## config.mk

```make
export PLATFORM = sky130hd
export DESIGN_NAME = box_overlay_and_decimating_crop_top
export DESIGN_NICKNAME = d
export VERILOG_FILES = /design/src/hw/rtl/bodc_pkg.sv /design/src/hw/rtl/bodc_boxes.sv /design/src/hw/rtl/bodc_raster.sv /design/src/hw/rtl/box_overlay_and_decimating_crop_top.sv
export SDC_FILE = /design/constraint.sdc
export NUM_CORES = 1
export LEC_CHECK = 0
export BUFFER_PORTS_ARGS = -buffer_cell sky130_fd_sc_hd__buf_4
export CORE_MARGIN = 3
export CORE_UTILIZATION = 55
export CTS_BUF_LIST = sky130_fd_sc_hd__clkbuf_16
export DETAILED_ROUTE_END_ITERATION = 6
export PLACE_DENSITY = 0.71
export REMOVE_ABC_BUFFERS = 1
export SKIP_CTS_REPAIR_TIMING = 1
export SLEW_MARGIN = 25
export SYNTH_ARGS = -nofsm -noshare
export SYNTH_HDL_FRONTEND = slang
export SYNTH_HIERARCHICAL = 1
export SYNTH_SLANG_ARGS = --single-unit
```

## constraint.sdc

```tcl
create_clock -name clk_i -period 6.55 [get_ports clk_i]
set_clock_uncertainty 0.1 [all_clocks]
set_input_delay 1.965 -clock clk_i [delete_from_list [all_inputs] [get_ports clk_i]]
set_output_delay 1.965 -clock clk_i [all_outputs]
set_load 0.05 [all_outputs]
```

## src/hw/rtl/bodc_pkg.sv

```systemverilog
`timescale 1ns / 1ps
// Package for the box overlay and decimating crop block.
// Frame geometry, box table sizing, shared types. No dependencies.
package bodc_pkg;

  localparam int FRAME_WIDTH  = 1920;
  localparam int FRAME_HEIGHT = 1080;
  localparam int BOX_SLOTS    = 16;
  localparam int GRID_SIZE    = 160;

  localparam int POS_W     = 11;
  localparam int COORD_W   = 12;
  localparam int CROP_W    = 11;
  localparam int PIX_W     = 24;
  localparam int BYTE_W    = 8;
  localparam int GRID_W    = 8;
  localparam int BOX_IDX_W = (BOX_SLOTS > 1) ? $clog2(BOX_SLOTS) : 1;
  localparam int BOX_CNT_W = $clog2(BOX_SLOTS + 1);
  localparam int BOX_BYTES = 16;

  localparam logic [POS_W-1:0]  LAST_COL  = POS_W'(FRAME_WIDTH - 1);
  localparam logic [POS_W-1:0]  LAST_ROW  = POS_W'(FRAME_HEIGHT - 1);
  localparam logic [POS_W-1:0]  WIN_SPAN  = POS_W'(4 * GRID_SIZE);
  localparam logic [GRID_W-1:0] GRID_LAST = GRID_W'(GRID_SIZE - 1);
  localparam logic [PIX_W-1:0]  RED_PIXEL = 24'hff0000;

  typedef enum logic {
    REG_CROP_X0 = 1'b0,
    REG_CROP_Y0 = 1'b1
  } cfg_reg_e;

  typedef enum logic {
    CMD_PIXEL = 1'b0,
    CMD_DET   = 1'b1
  } command_e;

  typedef struct packed {
    logic [COORD_W-1:0] x1;
    logic [COORD_W-1:0] y1;
    logic [COORD_W-1:0] x2;
    logic [COORD_W-1:0] y2;
  } box_t;

  typedef struct packed {
    logic frame_start;
    logic line_end;
    logic sample_valid;
    logic sample_last;
  } raster_tag_t;

endpackage

```

## src/hw/rtl/bodc_boxes.sv

```systemverilog
`timescale 1ns / 1ps
// Detection stream parser, box table and parallel box hit test.
// Depends on bodc_pkg.
module bodc_boxes
  import bodc_pkg::*;
(
  input  logic              clk_i,
  input  logic              rst_ni,
  input  logic              det_step_i,
  input  logic [BYTE_W-1:0] det_byte_i,
  input  logic [CROP_W-1:0] crop_x0_i,
  input  logic [CROP_W-1:0] crop_y0_i,
  input  logic [POS_W-1:0]  x_i,
  input  logic [POS_W-1:0]  y_i,
  output logic              hit_o
);

  box_t                 table_q [BOX_SLOTS];
  logic [BOX_CNT_W-1:0] box_count_q;
  logic [7:0]           entry_q;
  logic [3:0]           byte_q;
  logic [7:0]           total_q;
  logic                 expect_q;

  logic [COORD_W-1:0]   coord;
  logic [7:0]           entry_inc;
  logic                 slot_ok;

  assign coord = COORD_W'({det_byte_i, 2'b00})
               + COORD_W'(byte_q[0] ? crop_y0_i : crop_x0_i);
  assign entry_inc = entry_q + 8'd1;
  assign slot_ok = entry_q < 8'(BOX_SLOTS);

  always_ff @(posedge clk_i or negedge rst_ni) begin
    if (!rst_ni) begin
      box_count_q <= '0;
      entry_q     <= '0;
      byte_q      <= '0;
      total_q     <= '0;
      expect_q    <= 1'b1;
    end else if (det_step_i) begin
      if (expect_q) begin
        total_q     <= det_byte_i;
        entry_q     <= '0;
        byte_q      <= '0;
        box_count_q <= '0;
        expect_q    <= (det_byte_i == '0);
      end else if (byte_q == 4'(BOX_BYTES - 1)) begin
        byte_q <= '0;
        if (slot_ok) begin
          box_count_q <= BOX_CNT_W'(entry_inc);
        end
        entry_q <= entry_inc;
        if (entry_inc >= total_q) begin
          expect_q <= 1'b1;
        end
      end else begin
        byte_q <= byte_q + 4'd1;
      end
    end
  end

  // table entries hold no reset: only completed entries are ever tested
  always_ff @(posedge clk_i) begin
    if (det_step_i && !expect_q && slot_ok) begin
      unique case (byte_q)
        4'd0:    table_q[entry_q[BOX_IDX_W-1:0]].x1 <= coord;
        4'd1:    table_q[entry_q[BOX_IDX_W-1:0]].y1 <= coord;
        4'd2:    table_q[entry_q[BOX_IDX_W-1:0]].x2 <= coord;
        4'd3:    table_q[entry_q[BOX_IDX_W-1:0]].y2 <= coord;
        default: ;
      endcase
    end
  end

  always_comb begin
    logic [COORD_W-1:0] xe;
    logic [COORD_W-1:0] ye;
    xe = COORD_W'(x_i);
    ye = COORD_W'(y_i);
    hit_o = 1'b0;
    for (int i = 0; i < BOX_SLOTS; i++) begin
      if ((BOX_CNT_W'(i) < box_count_q) &&
          xe >= table_q[i].x1 && xe < table_q[i].x2 &&
          ye >= table_q[i].y1 && ye < table_q[i].y2) begin
        hit_o = 1'b1;
      end
    end
  end

endmodule

```

## src/hw/rtl/bodc_raster.sv

```systemverilog
`timescale 1ns / 1ps
// Raster position counters, window decimation and grid sample counters.
// Depends on bodc_pkg.
module bodc_raster
  import bodc_pkg::*;
(
  input  logic              clk_i,
  input  logic              rst_ni,
  input  logic              pix_step_i,
  input  logic [CROP_W-1:0] crop_x0_i,
  input  logic [CROP_W-1:0] crop_y0_i,
  output logic [POS_W-1:0]  x_o,
  output logic [POS_W-1:0]  y_o,
  output raster_tag_t       tag_o
);

  logic [POS_W-1:0]  col_q, row_q;
  logic [GRID_W-1:0] scol_q, srow_q;
  logic [GRID_W-1:0] scol, srow;
  logic [POS_W-1:0]  dx, dy;
  logic              first, in_win;

  assign x_o   = col_q;
  assign y_o   = row_q;
  assign first = (col_q == '0) && (row_q == '0);
  assign scol  = first ? '0 : scol_q;
  assign srow  = first ? '0 : srow_q;
  assign dx    = col_q - POS_W'(crop_x0_i);
  assign dy    = row_q - POS_W'(crop_y0_i);

  assign in_win = (col_q >= POS_W'(crop_x0_i)) && (dx < WIN_SPAN) &&
                  (row_q >= POS_W'(crop_y0_i)) && (dy < WIN_SPAN) &&
                  (dx[1:0] == 2'b00) && (dy[1:0] == 2'b00);

  assign tag_o.frame_start  = first;
  assign tag_o.line_end     = (col_q == LAST_COL);
  assign tag_o.sample_valid = in_win;
  assign tag_o.sample_last  = in_win && (scol == GRID_LAST) && (srow == GRID_LAST);

  always_ff @(posedge clk_i or negedge rst_ni) begin
    if (!rst_ni) begin
      col_q  <= '0;
      row_q  <= '0;
      scol_q <= '0;
      srow_q <= '0;
    end else if (pix_step_i) begin
      if (col_q == LAST_COL) begin
        col_q <= '0;
        row_q <= (row_q == LAST_ROW) ? '0 : row_q + POS_W'(1);
      end else begin
        col_q <= col_q + POS_W'(1);
      end
      if (in_win) begin
        if (scol == GRID_LAST) begin
          scol_q <= '0;
          srow_q <= (srow == GRID_LAST) ? '0 : srow + GRID_W'(1);
        end else begin
          scol_q <= scol + GRID_W'(1);
          srow_q <= srow;
        end
      end else begin
        scol_q <= scol;
        srow_q <= srow;
      end
    end
  end

endmodule

```

## src/hw/rtl/box_overlay_and_decimating_crop_top.sv

```systemverilog
`timescale 1ns / 1ps
// Top level of the box overlay and decimating crop block.
// Depends on bodc_pkg, bodc_boxes and bodc_raster.
//
// Takes one transfer per clock unless stalled, video pixels and detection bytes
// alike; each video pixel yields one result via the input register, then the
// result register; detection bytes return nothing. The rate is set by the
// single pass from input register to result register, in which all stored
// boxes are tested in parallel. Output stall drives input stall combinationally.
// The user writes crop_x0 and crop_y0 only while idle; the block does not enforce it.
module box_overlay_and_decimating_crop_top
  import bodc_pkg::*;
(
  input  logic              clk_i,
  input  logic              rst_ni,
  input  logic              cfg_we_i,
  input  logic              cfg_index_i,
  input  logic [CROP_W-1:0] cfg_data_i,
  input  logic              in_valid_i,
  output logic              in_stall_o,
  input  logic              command_i,
  input  logic [PIX_W-1:0]  pixel_in_i,
  input  logic [BYTE_W-1:0] det_byte_i,
  output logic              out_valid_o,
  input  logic              out_stall_i,
  output logic [PIX_W-1:0]  pixel_out_o,
  output logic              frame_start_o,
  output logic              line_end_o,
  output logic              sample_valid_o,
  output logic [PIX_W-1:0]  sample_data_o,
  output logic              sample_last_o
);

  logic [CROP_W-1:0] crop_x0_q, crop_y0_q;
  logic              s1_valid_q;
  command_e          s1_cmd_q;
  logic [PIX_W-1:0]  s1_pix_q;
  logic [BYTE_W-1:0] s1_byte_q;
  logic              out_valid_q;
  logic [PIX_W-1:0]  pix_out_q, smp_data_q;
  raster_tag_t       tag_q;

  logic              out_free, advance, pix_step, det_step, hit;
  logic [POS_W-1:0]  x, y;
  raster_tag_t       tag;

  assign out_free   = !out_valid_q || !out_stall_i;
  assign advance    = s1_valid_q && ((s1_cmd_q == CMD_DET) || out_free);
  assign pix_step   = advance && (s1_cmd_q == CMD_PIXEL);
  assign det_step   = advance && (s1_cmd_q == CMD_DET);
  assign in_stall_o = s1_valid_q && !advance;

  bodc_boxes u_boxes (
    .clk_i      (clk_i),
    .rst_ni     (rst_ni),
    .det_step_i (det_step),
    .det_byte_i (s1_byte_q),
    .crop_x0_i  (crop_x0_q),
    .crop_y0_i  (crop_y0_q),
    .x_i        (x),
    .y_i        (y),
    .hit_o      (hit)
  );

  bodc_raster u_raster (
    .clk_i      (clk_i),
    .rst_ni     (rst_ni),
    .pix_step_i (pix_step),
    .crop_x0_i  (crop_x0_q),
    .crop_y0_i  (crop_y0_q),
    .x_o        (x),
    .y_o        (y),
    .tag_o      (tag)
  );

  always_ff @(posedge clk_i or negedge rst_ni) begin
    if (!rst_ni) begin
      crop_x0_q <= CROP_W'(320);
      crop_y0_q <= CROP_W'(40);
    end else if (cfg_we_i) begin
      unique case (cfg_reg_e'(cfg_index_i))
        REG_CROP_X0: crop_x0_q <= cfg_data_i;
        REG_CROP_Y0: crop_y0_q <= cfg_data_i;
        default:     ;
      endcase
    end
  end

  always_ff @(posedge clk_i or negedge rst_ni) begin
    if (!rst_ni) begin
      s1_valid_q  <= 1'b0;
      out_valid_q <= 1'b0;
      tag_q       <= '0;
    end else begin
      if (!in_stall_o) begin
        s1_valid_q <= in_valid_i;
      end
      if (out_free) begin
        out_valid_q <= pix_step;
      end
      if (pix_step) begin
        tag_q <= tag;
      end
    end
  end

  always_ff @(posedge clk_i) begin
    if (!in_stall_o && in_valid_i) begin
      s1_cmd_q  <= command_e'(command_i);
      s1_pix_q  <= pixel_in_i;
      s1_byte_q <= det_byte_i;
    end
    if (pix_step) begin
      pix_out_q  <= hit ? RED_PIXEL : s1_pix_q;
      smp_data_q <= tag.sample_valid ? s1_pix_q : '0;
    end
  end

  assign out_valid_o    = out_valid_q;
  assign pixel_out_o    = pix_out_q;
  assign frame_start_o  = tag_q.frame_start;
  assign line_end_o     = tag_q.line_end;
  assign sample_valid_o = tag_q.sample_valid;
  assign sample_data_o  = smp_data_q;
  assign sample_last_o  = tag_q.sample_last;

  a_last_is_sample: assert property (@(posedge clk_i) disable iff (!rst_ni)
    out_valid_o && sample_last_o |-> sample_valid_o)
    else $error("last grid sample without sample flag");

  a_no_sample_zero: assert property (@(posedge clk_i) disable iff (!rst_ni)
    out_valid_o && !sample_valid_o |-> sample_data_o == '0)
    else $error("sample data not cleared");

  a_sample_matches: assert property (@(posedge clk_i) disable iff (!rst_ni)
    out_valid_o && sample_valid_o && pixel_out_o != RED_PIXEL
      |-> pixel_out_o == sample_data_o)
    else $error("unpainted pixel differs from its sample");

  a_stall_needs_item: assert property (@(posedge clk_i) disable iff (!rst_ni)
    in_stall_o |-> s1_valid_q && s1_cmd_q == CMD_PIXEL && out_valid_q)
    else $error("input stalled with nothing held");

endmodule
```

==> flow_summary.json <==
{
  "top_layer": "met4",
  "drt_iter0_drc": 2779,
  "vias": 31800,
  "wl_um": 124000,
  "ys_ff_latch": 941,
  "path_clk_slew_ns": 0.06,
  "pwr_density_cell_mw_per_mm2": 308,
  "relSlewSlack": 0.261,
  "place.gp.congestion": 0.849,
  "cts_max_level": 3,
  "die_w_um": 305,
  "clk_latency_ns": 0.66,
  "grt-ovfl-total": 0,
  "num_io_pins": 104,
  "rsz0062_at_grt": "no",
  "area_growth_pct": 12.2,
  "path_buf_inv": 2,
  "antenna_found_initial": 1,
  "die_area_mm2": 0.0928,
  "power.total_uw": 17000,
  "worst_pin_slew_ns": 1.11,
  "register_area_mm2": 0.0278,
  "outcome": "finished clean",
  "grt_pass1_wl_um": 188000,
  "portBuffers": 103,
  "crit_chain": "buf_4, ha_1, nand4b_1, or4_1, a21oi_1, or4_1, nor3_1, nor4b_1, nand4_1, buf_4, or2_2",
  "vias_per_cell": 5.82,
  "worstHoldPathType": "reg2reg",
  "antenna_cells": 0,
  "ys_types": 92,
  "wl_met2_um": 58900,
  "slew_viol_final": 0,
  "synth_edf_count": 849,
  "syn_inst": 3981,
  "cp.arrival_ns": 5.35,
  "fmax_mhz": 198,
  "crit_family": "simple AND/OR/NAND/NOR gates",
  "nets": 4995,
  "hold_slack_ns": 0.397,
  "first_global_vias": 31700,
  "drt_pass1_iterations": 7,
  "worstPathRequired_ns": 6.86,
  "hold_viol": 0,
  "final_common_cell": "edfxtp_1",
  "initial_core_util": 0.560,
  "ys_seq_area_frac": 0.567,
  "cp-end-kind": "register",
  "m1WireLength_um": 50600,
  "dpl.hpwl_um": 77600,
  "drive_above_1_share": 0.106,
  "n_fill_cell": 6633,
  "synthesis.area_mm2": 0.0491,
  "drc": 0,
  "ys.flop_type": "edfxtp_1",
  "slowest_stage": "dfrtp_2",
  "p_leak_uw": 0.0249,
  "grtUsageTotal": 0.265,
  "clockBufferDepth": 3,
  "grt_max_degree": 65,
  "cp_max_fo": 30,
  "multi_input_area_mm2": 0.0186,
  "setup_tns_ns": 0,
  "cts_root_buf": "clkbuf_16",
  "drt-wirelength-per-cell_um": 22.7,
  "yosys_warnings": 6,
  "ir_drop_mv": 0.417,
  "clock-sinks": 941,
  "syn_area_per_cell_um2": 12.3,
  "fp.dieH_um": 305,
  "postLayoutCoreUtil": 0.629,
  "synthArstFlopShare": 0.0978,
  "path_class": "reg2reg",
  "post-route-min-period_ns": 5.05,
  "critPathLaunchType": "register",
  "cap_violations": 0,
  "post-route-period-util": 0.771,
  "ant_nets": 0,
  "final_cell_mix": "edfxtp_1 (849), inv_1 (733), ha_1 (723), a21oi_1 (201), nor2_1 (179)",
  "cts_tree": "built",
  "wl_met3_um": 10200,
  "slowest_delay_ns": 1.06,
  "numCtsBuffers": 100,
  "core_area_mm2": 0.0876,
  "setup_viol": 0,
  "rows": 108
}
worst reg2reg max path, delay by kind of cell, from the launching register on:
family                   cells  cell delay (ns)
buffers and inverters        2             0.84
AO/OA/AOI/OAI                1             0.14
adder cells (fa/ha/maj)      1             0.18
flip-flops                   1             1.06
AND/OR/NAND/NOR              7             2.48
per-layer routing:
| layer | track usage | up-vias |
|---|---|---|
| li1 | - | 14900 |
| met1 | 0.355 | 15500 |
| met5 | 0 | - |
| met3 | 0.0446 | 264 |
| met4 | 0.0867 | 0 |
| met2 | 0.441 | 1202 |
stage by stage:
| stage | worst slack [ns] | area (µm²) | std cells |
|---|---|---|---|
| global placement | 1.57 | 51800 | 5273 |
| floorplan | 1.06 | 48900 | 3947 |
| finish | 1.50 | 55100 | 5458 |
| CTS | 1.48 | 55000 | 5458 |
| global route | 1.32 | 55100 | 5458 |
| detailed placement | 1.49 | 51800 | 5273 |
registers in the layout (all words and copies together), names as in the netlist, 8 cells and up:
signal	count
u_boxes/total_q	8
u_raster/srow_q	8
u_raster/scol_q	8
crop_x0_q	11
u_raster/x_o	11
pixel_out_o	24
sample_data_o	24
s1_pix_q	24
crop_y0_q	11
u_boxes/entry_q	8
u_boxes/table_q	768
u_raster/y_o	11
s1_byte_q	8
synth_stat cells, drive strengths merged, types with 6 or more instances:
cell	instances	area, µm²
a2111oi	20	175
a211o	12	105
a211oi	33	253
a21boi	10	75.1
a21o	93	699
a21oi	202	1010
a221oi	9	85.1
a22oi	7	52.6
a31oi	13	81.3
and2	33	206
and3	10	62.6
and4	6	52.6
and4b	6	60.1
buf	17	114
clkbuf	17	63.8
dfrtp	87	2180
edfxtp	849	25500
ha	724	9060
inv	719	2700
mux2	44	533
nand2	170	651
nand2b	46	288
nand3	84	420
nand4	46	288
nand4b	11	96.3
nor2	215	815
nor2b	46	303
nor3	53	265
nor3b	12	90.1
nor4	30	209
o2111ai	8	70.1
o211ai	27	203
o21a	18	135
o21ai	134	671
o221ai	9	78.8
o22ai	17	106
o31ai	15	113
or2	12	75.1
or3	7	43.8
or4	10	75.1
xnor2	15	131
xor2	12	105
layout make-up:
class,count,share of cell area
clock inverters,82,0.0115
multi-input cells,2286,0.337
clock buffers,103,0.0468
repair buffers,171,0.0237
inverters,720,0.0492
flip-flops and latches,941,0.505
well taps,1155,0.0262
cell families after synthesis:
| kind of cell | synth area share |
|---|---|
| flops | 0.567 |
| simple gates | 0.0841 |
| buf+inv | 0.0587 |
| fa+ha+maj | 0.185 |
| compound gates | 0.0895 |
| mux | 0.0113 |
| xor+xnor | 0.00482 |
where the power goes:
| group | switching [µW] | internal, µW |
|---|---|---|
| Clock | 2360 | 3200 |
| Sequential | 264 | 7730 |
| Combinational | 2620 | 791 |
path summary, 6_finish.rpt:
kind | slack [ns] | cells after the start | from | end
hold reg to reg | 0.40 | 1 | u_boxes/box_count_q[2]$_DFFE_PN0P_ | u_boxes/box_count_q[2]$_DFFE_PN0P_
min in group asynchronous | 1.29 | 1 | rst_ni | s1_valid_q$_DFFE_PN0N_
setup reg to reg | 1.50 | 11 | u_raster/x_o[9]$_DFFE_PN0P_ | pixel_out_o[17]$_SDFFCE_PP1P_
max in group asynchronous | 4.02 | 2 | rst_ni | u_raster/y_o[2]$_DFFE_PN0P_
hold / removal | 0.40 | 1 | u_boxes/box_count_q[2]$_DFFE_PN0P_ | u_boxes/box_count_q[2]$_DFFE_PN0P_
setup / recovery | 1.50 | 11 | u_raster/x_o[9]$_DFFE_PN0P_ | pixel_out_o[17]$_SDFFCE_PP1P_
No activity file was read; power rests on OpenSTA's default activity.
